`src/hw/rtl/mrt_pkg.sv`:
```
// ----------------------------------------------------------------------------
// mrt_pkg
// shared types, register indexes and arithmetic constants of the matte
// recovery and tint pipeline
// ----------------------------------------------------------------------------
package mrt_pkg;

    localparam int CH = 3;

    // register indexes of the configuration port
    localparam logic [1:0] CFG_TARGET_RED   = 2'd0;
    localparam logic [1:0] CFG_TARGET_GREEN = 2'd1;
    localparam logic [1:0] CFG_TARGET_BLUE  = 2'd2;
    localparam logic [1:0] CFG_KEEP_LUM     = 2'd3;

    // reset values of the tint target
    localparam logic [7:0] TARGET_RED_RST   = 8'd229;
    localparam logic [7:0] TARGET_GREEN_RST = 8'd72;
    localparam logic [7:0] TARGET_BLUE_RST  = 8'd77;

    // x/3 for x < 2048 as (x*683) >> 11
    localparam logic [9:0]  DIV3_RECIP = 10'd683;
    localparam int          DIV3_SHIFT = 11;

    // rec.709 weights, sum scaled by 10000
    localparam logic [13:0] LUM_K_RED   = 14'd2126;
    localparam logic [13:0] LUM_K_GREEN = 14'd7152;
    localparam logic [13:0] LUM_K_BLUE  = 14'd722;

    // x/10000 for x < 2^22 as (x*6871948) >> 36
    localparam logic [22:0] LUM_RECIP = 23'd6871948;
    localparam int          LUM_SHIFT = 36;

    // rounding and x/255 for 16-bit x as (x*32897) >> 23
    localparam logic [15:0] ROUND_HALF    = 16'd127;
    localparam logic [15:0] DIV255_RECIP  = 16'd32897;
    localparam int          DIV255_SHIFT  = 23;

    // divider: quotient bits split over the stages
    localparam int DIV_STAGES = 4;
    localparam int DIV_STEPS  = 2;

    localparam int TINT_STAGES = 4;

    typedef struct packed {
        logic [7:0] black_red;
        logic [7:0] black_green;
        logic [7:0] black_blue;
        logic [7:0] white_red;
        logic [7:0] white_green;
        logic [7:0] white_blue;
    } t_pix_in;

    typedef struct packed {
        logic [7:0] out_alpha;
        logic [7:0] out_red;
        logic [7:0] out_green;
        logic [7:0] out_blue;
    } t_pix_out;

    // matte stage to divider: index 0 is red
    typedef struct packed {
        logic [CH-1:0][7:0] black;
        logic [7:0]         cov;
        logic               zero;
    } t_mat;

    // divider to tint: recovered source and alpha
    typedef struct packed {
        logic [CH-1:0][7:0] src;
        logic [7:0]         alpha;
    } t_src;

endpackage

```
`src/hw/rtl/mrt_matte.sv`:
```
// ----------------------------------------------------------------------------
// mrt_matte
// coverage from the black and white renderings, one register stage
// ----------------------------------------------------------------------------
module mrt_matte (
    input  logic            i_clk,
    input  logic            i_rst_n,
    input  logic            i_keep,
    input  mrt_pkg::t_pix_in i_pix,
    input  logic            i_valid,
    output logic            o_ready,
    output mrt_pkg::t_mat   o_mat,
    output logic            o_valid,
    input  logic            i_ready
);
    import mrt_pkg::*;

    logic [CH-1:0][7:0] blk;
    logic [CH-1:0][7:0] wht;
    logic               inv;
    logic [9:0]         sum;
    logic [18:0]        prod;
    logic [7:0]         third;
    t_mat               n_mat;
    t_mat               r_mat;
    logic               r_valid;

    assign blk = {i_pix.black_blue, i_pix.black_green, i_pix.black_red};
    assign wht = {i_pix.white_blue, i_pix.white_green, i_pix.white_red};

    always_comb begin
        inv = 1'b0;
        sum = '0;
        for (int c = 0; c < CH; c++) begin
            if (wht[c] < blk[c]) begin
                inv = 1'b1;
            end else begin
                sum = sum + 10'(wht[c] - blk[c]);
            end
        end
        // sum/3 by reciprocal
        prod  = 19'(sum) * 19'(DIV3_RECIP);
        third = prod[DIV3_SHIFT +: 8];

        n_mat.black = blk;
        n_mat.cov   = inv ? 8'hFF : 8'hFF - third;
        // flat colour: source forced to black gives lum 0 and the plain target
        n_mat.zero  = ~i_keep | inv | (n_mat.cov == 8'd0);
    end

    assign o_ready = ~r_valid | i_ready;

    always_ff @(posedge i_clk) begin
        if (!i_rst_n) begin
            r_valid <= 1'b0;
        end else if (o_ready) begin
            r_valid <= i_valid;
        end
    end

    always_ff @(posedge i_clk) begin
        if (o_ready) begin
            r_mat <= n_mat;
        end
    end

    assign o_mat   = r_mat;
    assign o_valid = r_valid;

endmodule

```
`src/hw/rtl/mrt_div.sv`:
```
// ----------------------------------------------------------------------------
// mrt_div
// pipelined restoring divider, black*255/coverage on three channels
// ----------------------------------------------------------------------------
module mrt_div (
    input  logic          i_clk,
    input  logic          i_rst_n,
    input  mrt_pkg::t_mat i_mat,
    input  logic          i_valid,
    output logic          o_ready,
    output mrt_pkg::t_src o_src,
    output logic          o_valid,
    input  logic          i_ready
);
    import mrt_pkg::*;

    typedef struct packed {
        logic [CH-1:0][7:0] rem;
        logic [CH-1:0][7:0] low;
        logic [CH-1:0][7:0] quo;
        logic [CH-1:0]      sat;
        logic [7:0]         cov;
        logic               zero;
    } t_dst;

    // one quotient bit on every channel
    function automatic t_dst div_step(input t_dst s);
        t_dst       r;
        logic [8:0] t;
        r = s;
        for (int c = 0; c < CH; c++) begin
            t = {s.rem[c], s.low[c][7]};
            r.low[c] = {s.low[c][6:0], 1'b0};
            if (t >= {1'b0, s.cov}) begin
                r.rem[c] = 8'(t - {1'b0, s.cov});
                r.quo[c] = {s.quo[c][6:0], 1'b1};
            end else begin
                r.rem[c] = t[7:0];
                r.quo[c] = {s.quo[c][6:0], 1'b0};
            end
        end
        return r;
    endfunction

    logic [DIV_STAGES:0]   rdy;
    logic [DIV_STAGES-1:0] r_vld;
    t_dst                  r_st [DIV_STAGES];
    t_dst                  n_st [DIV_STAGES];
    t_dst                  entry;
    t_dst                  cur;
    logic [15:0]           num;
    t_dst                  last;

    always_comb begin
        rdy[DIV_STAGES] = i_ready;
        for (int k = DIV_STAGES - 1; k >= 0; k--) begin
            rdy[k] = ~r_vld[k] | rdy[k+1];
        end
    end

    always_comb begin
        entry = '0;
        num   = '0;
        for (int c = 0; c < CH; c++) begin
            num = {i_mat.black[c], 8'd0} - {8'd0, i_mat.black[c]};
            entry.rem[c] = num[15:8];
            entry.low[c] = num[7:0];
            // quotient of 255 or more saturates
            entry.sat[c] = i_mat.black[c] >= i_mat.cov;
        end
        entry.cov  = i_mat.cov;
        entry.zero = i_mat.zero;

        for (int k = 0; k < DIV_STAGES; k++) begin
            cur = (k == 0) ? entry : r_st[k-1];
            for (int j = 0; j < DIV_STEPS; j++) begin
                cur = div_step(cur);
            end
            n_st[k] = cur;
        end
    end

    always_ff @(posedge i_clk) begin
        if (!i_rst_n) begin
            r_vld <= '0;
        end else begin
            for (int k = 0; k < DIV_STAGES; k++) begin
                if (rdy[k]) begin
                    r_vld[k] <= (k == 0) ? i_valid : r_vld[k-1];
                end
            end
        end
    end

    always_ff @(posedge i_clk) begin
        for (int k = 0; k < DIV_STAGES; k++) begin
            if (rdy[k]) begin
                r_st[k] <= n_st[k];
            end
        end
    end

    assign last = r_st[DIV_STAGES-1];

    always_comb begin
        for (int c = 0; c < CH; c++) begin
            if (last.zero) begin
                o_src.src[c] = 8'd0;
            end else if (last.sat[c]) begin
                o_src.src[c] = 8'hFF;
            end else begin
                o_src.src[c] = last.quo[c];
            end
        end
        o_src.alpha = last.cov;
    end

    assign o_ready = rdy[0];
    assign o_valid = r_vld[DIV_STAGES-1];

endmodule

```
`src/hw/rtl/mrt_tint.sv`:
```
// ----------------------------------------------------------------------------
// mrt_tint
// rec.709 luminance of the source and tint of the target toward white
// ----------------------------------------------------------------------------
module mrt_tint (
    input  logic              i_clk,
    input  logic              i_rst_n,
    input  logic [2:0][7:0]   i_target,
    input  mrt_pkg::t_src     i_src,
    input  logic              i_valid,
    output logic              o_ready,
    output mrt_pkg::t_pix_out o_pix,
    output logic              o_valid,
    input  logic              i_ready
);
    import mrt_pkg::*;

    logic [TINT_STAGES:0]   rdy;
    logic [TINT_STAGES-1:0] r_vld;

    logic [21:0]            n_wsum;
    logic [21:0]            r_wsum;
    logic [44:0]            lum_prod;
    logic [7:0]             r_lum;
    logic [CH-1:0][15:0]    n_x;
    logic [CH-1:0][15:0]    r_x;
    logic [31:0]            q_prod [CH];
    logic [CH-1:0][7:0]     n_col;
    logic [7:0]             r_alpha [TINT_STAGES-1];
    t_pix_out               r_out;

    always_comb begin
        rdy[TINT_STAGES] = i_ready;
        for (int k = TINT_STAGES - 1; k >= 0; k--) begin
            rdy[k] = ~r_vld[k] | rdy[k+1];
        end
    end

    // weighted sum, luminance scaled by 10000
    assign n_wsum = 22'(i_src.src[0]) * 22'(LUM_K_RED)
                  + 22'(i_src.src[1]) * 22'(LUM_K_GREEN)
                  + 22'(i_src.src[2]) * 22'(LUM_K_BLUE);

    assign lum_prod = 45'(r_wsum) * 45'(LUM_RECIP);

    always_comb begin
        for (int c = 0; c < CH; c++) begin
            n_x[c] = 16'(8'hFF - i_target[c]) * 16'(r_lum) + ROUND_HALF;
            q_prod[c] = 32'(r_x[c]) * 32'(DIV255_RECIP);
            n_col[c]  = i_target[c] + q_prod[c][DIV255_SHIFT +: 8];
        end
    end

    always_ff @(posedge i_clk) begin
        if (!i_rst_n) begin
            r_vld <= '0;
        end else begin
            for (int k = 0; k < TINT_STAGES; k++) begin
                if (rdy[k]) begin
                    r_vld[k] <= (k == 0) ? i_valid : r_vld[k-1];
                end
            end
        end
    end

    always_ff @(posedge i_clk) begin
        if (rdy[0]) begin
            r_wsum     <= n_wsum;
            r_alpha[0] <= i_src.alpha;
        end
        if (rdy[1]) begin
            r_lum      <= lum_prod[LUM_SHIFT +: 8];
            r_alpha[1] <= r_alpha[0];
        end
        if (rdy[2]) begin
            r_x        <= n_x;
            r_alpha[2] <= r_alpha[1];
        end
        if (rdy[3]) begin
            r_out.out_alpha <= r_alpha[2];
            r_out.out_red   <= n_col[0];
            r_out.out_green <= n_col[1];
            r_out.out_blue  <= n_col[2];
        end
    end

    assign o_pix   = r_out;
    assign o_ready = rdy[0];
    assign o_valid = r_vld[TINT_STAGES-1];

endmodule

```
`src/hw/rtl/matte_recover_and_tint_pixel_core.sv`:
```
// ----------------------------------------------------------------------------
// matte_recover_and_tint_pixel_core
// difference matting: alpha from a pixel over black and over white, then
// the source colour recovered and its luminance used to tint a target
// ----------------------------------------------------------------------------
// usage
//   pixel in  : i_pix with i_pix_valid / o_pix_ready, one word per pixel
//   result out: o_res with o_res_valid / i_res_ready, one word per pixel
//   config    : i_cfg_valid / o_cfg_ready with i_cfg_index and i_cfg_data,
//               written only while the pipe is empty; o_cfg_ready is always
//               high
//   stages    : 1 matte stage, 4 divider stages of 2 quotient bits,
//               4 tint stages
//   throughput: one pixel per cycle, set by the nine register stages each
//               taking a new word whenever its own slot is free
//   reset     : synchronous, active low; pipe emptied, target back to
//               229/72/77 and luminance tint off
//   stall     : when i_res_ready is low the last stage holds its word; the
//               stages behind still fill their empty slots, so words keep
//               being accepted until the whole pipe is full
// ----------------------------------------------------------------------------
module matte_recover_and_tint_pixel_core (
    input  logic              i_clk,
    input  logic              i_rst_n,
    // pixel channel
    input  mrt_pkg::t_pix_in  i_pix,
    input  logic              i_pix_valid,
    output logic              o_pix_ready,
    // result channel
    output mrt_pkg::t_pix_out o_res,
    output logic              o_res_valid,
    input  logic              i_res_ready,
    // configuration write channel
    input  logic              i_cfg_valid,
    output logic              o_cfg_ready,
    input  logic [1:0]        i_cfg_index,
    input  logic [7:0]        i_cfg_data
);
    import mrt_pkg::*;

    // configuration registers, index 0 is red
    logic [CH-1:0][7:0] r_target;
    logic               r_keep;

    // stage links
    t_mat               mat;
    logic               mat_valid;
    logic               mat_ready;
    t_src               src;
    logic               src_valid;
    logic               src_ready;

    assign o_cfg_ready = 1'b1;

    always_ff @(posedge i_clk) begin
        if (!i_rst_n) begin
            r_target[0] <= TARGET_RED_RST;
            r_target[1] <= TARGET_GREEN_RST;
            r_target[2] <= TARGET_BLUE_RST;
            r_keep      <= 1'b0;
        end else if (i_cfg_valid) begin
            unique case (i_cfg_index)
                CFG_TARGET_RED:   r_target[0] <= i_cfg_data;
                CFG_TARGET_GREEN: r_target[1] <= i_cfg_data;
                CFG_TARGET_BLUE:  r_target[2] <= i_cfg_data;
                CFG_KEEP_LUM:     r_keep      <= i_cfg_data[0];
                default: begin
                end
            endcase
        end
    end

    // coverage, inversion check and flat-colour decision
    mrt_matte u_matte (
        .i_clk   (i_clk),
        .i_rst_n (i_rst_n),
        .i_keep  (r_keep),
        .i_pix   (i_pix),
        .i_valid (i_pix_valid),
        .o_ready (o_pix_ready),
        .o_mat   (mat),
        .o_valid (mat_valid),
        .i_ready (mat_ready)
    );

    // source recovery, saturating at 255, black at zero coverage
    mrt_div u_div (
        .i_clk   (i_clk),
        .i_rst_n (i_rst_n),
        .i_mat   (mat),
        .i_valid (mat_valid),
        .o_ready (mat_ready),
        .o_src   (src),
        .o_valid (src_valid),
        .i_ready (src_ready)
    );

    // luminance and rounded tint toward white
    mrt_tint u_tint (
        .i_clk    (i_clk),
        .i_rst_n  (i_rst_n),
        .i_target (r_target),
        .i_src    (src),
        .i_valid  (src_valid),
        .o_ready  (src_ready),
        .o_pix    (o_res),
        .o_valid  (o_res_valid),
        .i_ready  (i_res_ready)
    );

endmodule

```
`config.mk`:
```
export PLATFORM = sky130hd
export DESIGN_NAME = matte_recover_and_tint_pixel_core
export DESIGN_NICKNAME = d
export VERILOG_FILES = /design/src/hw/rtl/mrt_pkg.sv /design/src/hw/rtl/mrt_matte.sv /design/src/hw/rtl/mrt_div.sv /design/src/hw/rtl/mrt_tint.sv /design/src/hw/rtl/matte_recover_and_tint_pixel_core.sv
export SDC_FILE = /design/constraint.sdc
export NUM_CORES = 2
export LEC_CHECK = 0
export CAP_MARGIN = 15
export CORE_MARGIN = 3
export CORE_UTILIZATION = 38
export DETAILED_ROUTE_END_ITERATION = 10
export DONT_BUFFER_PORTS = 1
export GPL_ROUTABILITY_DRIVEN = 0
export GPL_TIMING_DRIVEN = 0
export PLACE_DENSITY_LB_ADDON = 0.25
export REMOVE_ABC_BUFFERS = 1
export SKIP_LAST_GASP = 1
export SYNTH_ARGS = -nofsm -noshare
export SYNTH_HDL_FRONTEND = slang
export SYNTH_SLANG_ARGS = --single-unit
```
`constraint.sdc`:
```
create_clock -name i_clk -period 10.5 [get_ports i_clk]
set_input_delay 1.05 -clock i_clk [delete_from_list [all_inputs] [get_ports i_clk]]
set_output_delay 1.05 -clock i_clk [all_outputs]
set_load 0.05 [all_outputs]
```
# Word level (Yosys, flattened, before mapping)

Memories as Yosys holds them, arrays and structs flattened. A register that Yosys moved wholly into a read port is not among the register bits.
Index checks and enable logic that the tools add are counted.

Memories kept: 2
Flip-flop bits (word level): 169
Bits of input ports: 63
Memory bits (writable): 336
Word-level logic and storage cells: 218

Reduce and logical (&&, ||, !) cells: 6
Eq/ne operators: 3
Bitwise logic cells: 21
Mux-type cells: 75
Multiply operators: 11
Add/sub/neg operators: 44
Magnitude comparators: 30

Memory list:

| memory         | depth | width | read ports | clocked after Yosys merged registers in | wr ports | line           | text |
|---|---|---|---|---|---|---|---|
| u_div.r_st     | 4     | 78    | 4          | 0                                       | 4        | mrt_div.sv:47  | `t_dst r_st [DIV_STAGES];` |
| u_tint.r_alpha | 3     | 8     | 3          | 1                                       | 3        | mrt_tint.sv:29 | `logic [7:0] r_alpha [TINT_STAGES-1];` |

Operator list:

| operator               | count |
|---|---|
| $mux 8                 | 31 |
| $ge 9x8->1             | 24 |
| $sub 8x8->8            | 24 |
| $mul 16x16->31 const B | 3 |
| $add 16x7->16 const B  | 3 |
| $mul 16x8->16          | 3 |
| $sub 16x8->16          | 3 |
| $mul 22x21->42 const B | 1 |
| $mux 1                 | 41 |
| $mul 8x9->17 const B   | 2 |
| $mux 10                | 3 |
| $sub 8x8->9            | 3 |
| $sub 8x8->9 const A    | 3 |
| $add 8x8->8            | 3 |
| $ge 8x8->1             | 3 |
| $lt 8x8->1             | 3 |
| $add 20x21->22         | 1 |
| $add 22x18->22         | 1 |
| $add 10x10->10         | 2 |
| $mul 10x10->19 const B | 1 |
| $mul 8x11->19 const B  | 1 |
| $or 1x1->1             | 11 |
| $not 1->1              | 10 |
| $logic_not 8->1        | 1 |
| 5 further kinds        | 9 |

# Longest topological paths before layout

Word-level depth: 11
Mapped depth: 41

# Hierarchy

A second synthesis with hierarchy kept.

Cells, all modules: 5103
Area total of the unflattened synthesis: 51802.2 µm²

By module, submodules not included:

| module                            | cells each | seq. area each (µm²) | times used | area an instance (µm²) |
|---|---|---|---|---|
| mrt_tint                          | 2753       | 4073.9               | 1          | 28134.5 |
| mrt_div                           | 1673       | 6566.3               | 1          | 17421.7 |
| mrt_matte                         | 574        | 1011.0               | 1          | 5222.5 |
| matte_recover_and_tint_pixel_core | 103        | 500.5                | 1          | 1023.5 |

# Least setup slack after synthesis

OpenSTA, ideal clock, no wires.

Path type: input-to-reg
Start point: in i_pix[41] in the netlist's numbering
End point: reg u_matte.r_mat, in the netlist u_matte.o_mat[0], data pin
Arrival time: 9387 ps
Setup slack: 816 ps
Required time: 10203 ps
Cell stages on the path: 36
Setup time: 297 ps
Path through: inv_1 -> ha_1 -> nor2b_1 -> o31a_1 -> o31ai_1 -> a21oi_1 -> a21oi_2 -> nor2_1 -> ha_1 -> fa_1 -> a21o_1 -> a221o_1 -> o41ai_1 -> xor2_1 -> mux2i_1 -> ha_1 -> a21o_1 -> a41oi_1 -> and4bb_2 -> a21oi_1 -> xnor2_1 -> inv_1 -> xnor2_1 -> ha_1 -> fa_1 -> fa_1 -> ha_1 -> ha_1 -> a21o_1 -> a21o_1 -> a211o_1 -> o211a_1 -> o31a_1 -> or3_1 -> nand3_2 -> o311ai_2

RTL lines:

| what                   | line                                    | text |
|---|---|---|
| start: declaration     | matte_recover_and_tint_pixel_core.sv:26 | `input mrt_pkg::t_pix_in i_pix,` |
| end signal: assignment | mrt_matte.sv:63                         | `r_mat <= n_mat;` |
| end: declaration       | mrt_matte.sv:25                         | `t_mat r_mat;` |

==> reports/metrics.yaml <==
outcome: "complete, no violations"
cpPeakStageDelay_ns: 0.52
synth_compound_area_share_pct: 9.520
syn_avg_cell_area_sq_um: 10.31
yosys.area_share.adder_pct: 41.05
drv_cap: 0
ys.flop_type: "edfxtp_1"
wl_per_cell_um: 15.95
finalSetupViolations: 0
clock_skew_ns: 0.04922
ant_nets: 0
reg2regPathDepth: 31
port_buffers: 0
ys_seq_area_share_pct: 24.77
endpoint_kind: "flip-flop"
clk_pin_slew_ns: 0.06
rsz0062_at_grt: "false"
die_h_um: 365.3
htreeDepth: 2
min_period_ns: 9.974
num_io_pins: 98
root_buffer: "clkbuf_16"
power.share.clock_pct: 16.3
clkLatencyLatePin_ns: 0.65
via_count: 32070
cp_max_fo: 9
synthTopCellsByArea: "ha_1 25%, edfxtp_1 23%, fa_1 16%"
worst_pin_slew_ns: 1.139
p_total_mw: 10.77
layout-drive-gt1-share_pct: 5.153
synthMuxAreaShare_pct: 2.747
antenna_found_initial: 0
grt_max_degree: 45
syn-cell-area_sq_um: 49060
antennaDiodeCount: 0
synth_top_family_by_area: "adder cells"
start_kind: "input port"
synth_top_area_share_pct: 24.61
whs_path_depth: 0
yosysWarnings: 0
slowest_stage: "fa_1"
areaGrowthSynthToFinish_pct: 7.717
start_util_pct: 38.37
dr.pass1.iters: 5
leakage_nw: 27.36
synth_xor_area_share_pct: 4.874
crit_type: "in -> reg"
wl_um: 103300
cts_sinks: 416
drc: 0
powerDensity_nw_per_um2: 203.9
cts_hold_buf: 0
place_inst: 6381
yosys.area.top_type: "ha_1"
p_int_mw: 6.281
die_w_um: 365.3
grt_pass1_vias: 32890
timing.final.hold_violations: 0
fin_crit_sh_pct: 94.99
clock_path_buffers: 3
yosys.area_share.simple_pct: 10.40
hold_path.class: "reg -> reg"
slew_violations: 0
fmax_ghz: 0.1003
synth-seq-cells: 416
crit_cells: 39
numCtsBuffers: 50
max-vdd-ir-drop_mv: 0.3918
fillerInstances: 12440
p_switching_mw: 4.492
dieArea_sq_um: 133500
worst_slack_ns: 0.5256
drt_iter0_markers: 1271
yosys.cell_types.count: 82
dp_slack_ns: -0.4116
synth_edf_count: 382
nets: 6205
cp_top_family: "compound AO/OA/AOI/OAI gates"
whs_ns: 0.3831
grt_util_all_layers_pct: 15.94
slew_headroom_pct: 24.04
sw_frac_of_total_pct: 41.70
viasPerCell: 4.952
synthesis.instances: 4760
fin_cells: 6475
rows: 131
cp.arrival_ns: 10.28
crit_required_ns: 10.81
synthArstFlopShare_pct: 0
grt_pass1_wl_um: 172300
p_comb_share_pct: 58.4
cts_tree: "done"
crit_buf_inv: 6
grt_overflow: 0
coreArea_sq_um: 127800
dp_hpwl_um: 85400
p_seq_share_pct: 25.3
through the flow:
step	util, %	TNS, ns	cell area, sq um
floorplan	-	0	48850
global placement	39.84	-0.6252	50930
detailed placement	39.99	-1.006	51120
CTS	41.30	0	52800
global route	41.34	0	52850
finish	41.34	0	52850
cells in the final DEF, fill, tap and decap left out, drive strengths merged, types with 36 or more instances in the layout:
cell,instances
o21a,36
nor2b,133
clkbuf,57
nor2,220
a21oi,183
nor3,42
nand3,47
mux2,94
xnor2,201
xor2,72
nand4,40
fa,403
nand2b,197
o21bai,48
inv,820
nand2,213
a21o,91
edfxtp,382
a21boi,50
o21ai,198
ha,965
routing by layer:
metal | track usage [%] | share of wire, % | vias to the layer above
met1 | 21.92 | 48 | 15330
met5 | 0 | 0 | -
li1 | - | - | 16260
met3 | 1.819 | 3.0 | 99
met4 | 3.328 | 1.9 | 0
met2 | 27.03 | 47 | 379
power groups by stage:
stage          Clock, mW  Sequential (mW)  Combinational (mW)
2_1_floorplan          0             2.62                5.06
3_3_place_gp           0             2.76                6.22
3_5_place_dp           0             2.76                6.29
4_1_cts             1.82             2.73                6.36
5_1_grt             1.89             2.77                7.32
6_report            1.76             2.72                6.29
final cells by class:
cell class	count	area (sq um)	area share, %
sequential	416	12150	22.99
tap	1662	2079	3.935
clock buffer	57	1320	2.498
clock inverter	34	360.3	0.6819
inverter	810	3043	5.758
timing repair buffer	14	197.7	0.3741
multi-input combinational	3482	33690	63.76
worst paths after layout:
kind	startpoint	end	slack, ns
max	i_pix[41]	u_matte.o_mat[0]	0.53
min	u_div.r_st[0][37]	u_div.r_st[1][39]	0.38
max reg2reg	u_matte.o_mat[9]	u_div.r_st[0][61]	3.12
min reg2reg	u_div.r_st[0][37]	u_div.r_st[1][39]	0.38
sequential cells by signal (all words and copies together), names as in the netlist:
register and count:
u_tint.r_x 48, u_tint.r_lum 8, u_tint.r_alpha 24, r_target 24, u_tint.r_vld 4, u_div.r_st 216
u_matte.o_valid 1, u_tint.r_wsum 21, u_matte.o_mat 33, u_tint.o_pix 32, u_div.r_vld 4, r_keep 1
cells in the mapped netlist (7+ instances only):
master,number
a21o_1,91
nand4_1,40
or3_1,14
ha_1,965
mux2_2,89
and3_1,18
a41oi_1,7
fa_1,403
o21bai_1,47
and2_1,17
nand2_1,213
nor2_1,220
or4_1,12
dfxtp_1,34
a211oi_1,16
mux2i_1,27
nand2b_1,197
o31a_1,8
a21boi_0,48
inv_1,806
edfxtp_1,382
nand3_1,45
o21ai_0,191
o31ai_1,16
or2_2,21
o211ai_1,11
nor4_1,7
nor3_1,41
nor2b_1,133
xnor2_1,201
a21oi_1,182
xor2_1,72
clkbuf_1,48
o21a_1,36
what timing repair did:
action,CTS,global route
setup buffers,0,3
endpoints found under the setup margin,0,6
resized for setup,0,4
logic make-up (layout without fill, tap and decap cells):
group / after synthesis / after routing
fa+ha+maj: 1368 / 1368
simple gates: 995 / 995
buf+inv: 862 / 915
compound gates: 724 / 724
flops: 416 / 416
xor+xnor: 273 / 273
mux: 121 / 121
other cells: 1 / 1
Note: power is estimated with default switching activity, not from simulation.
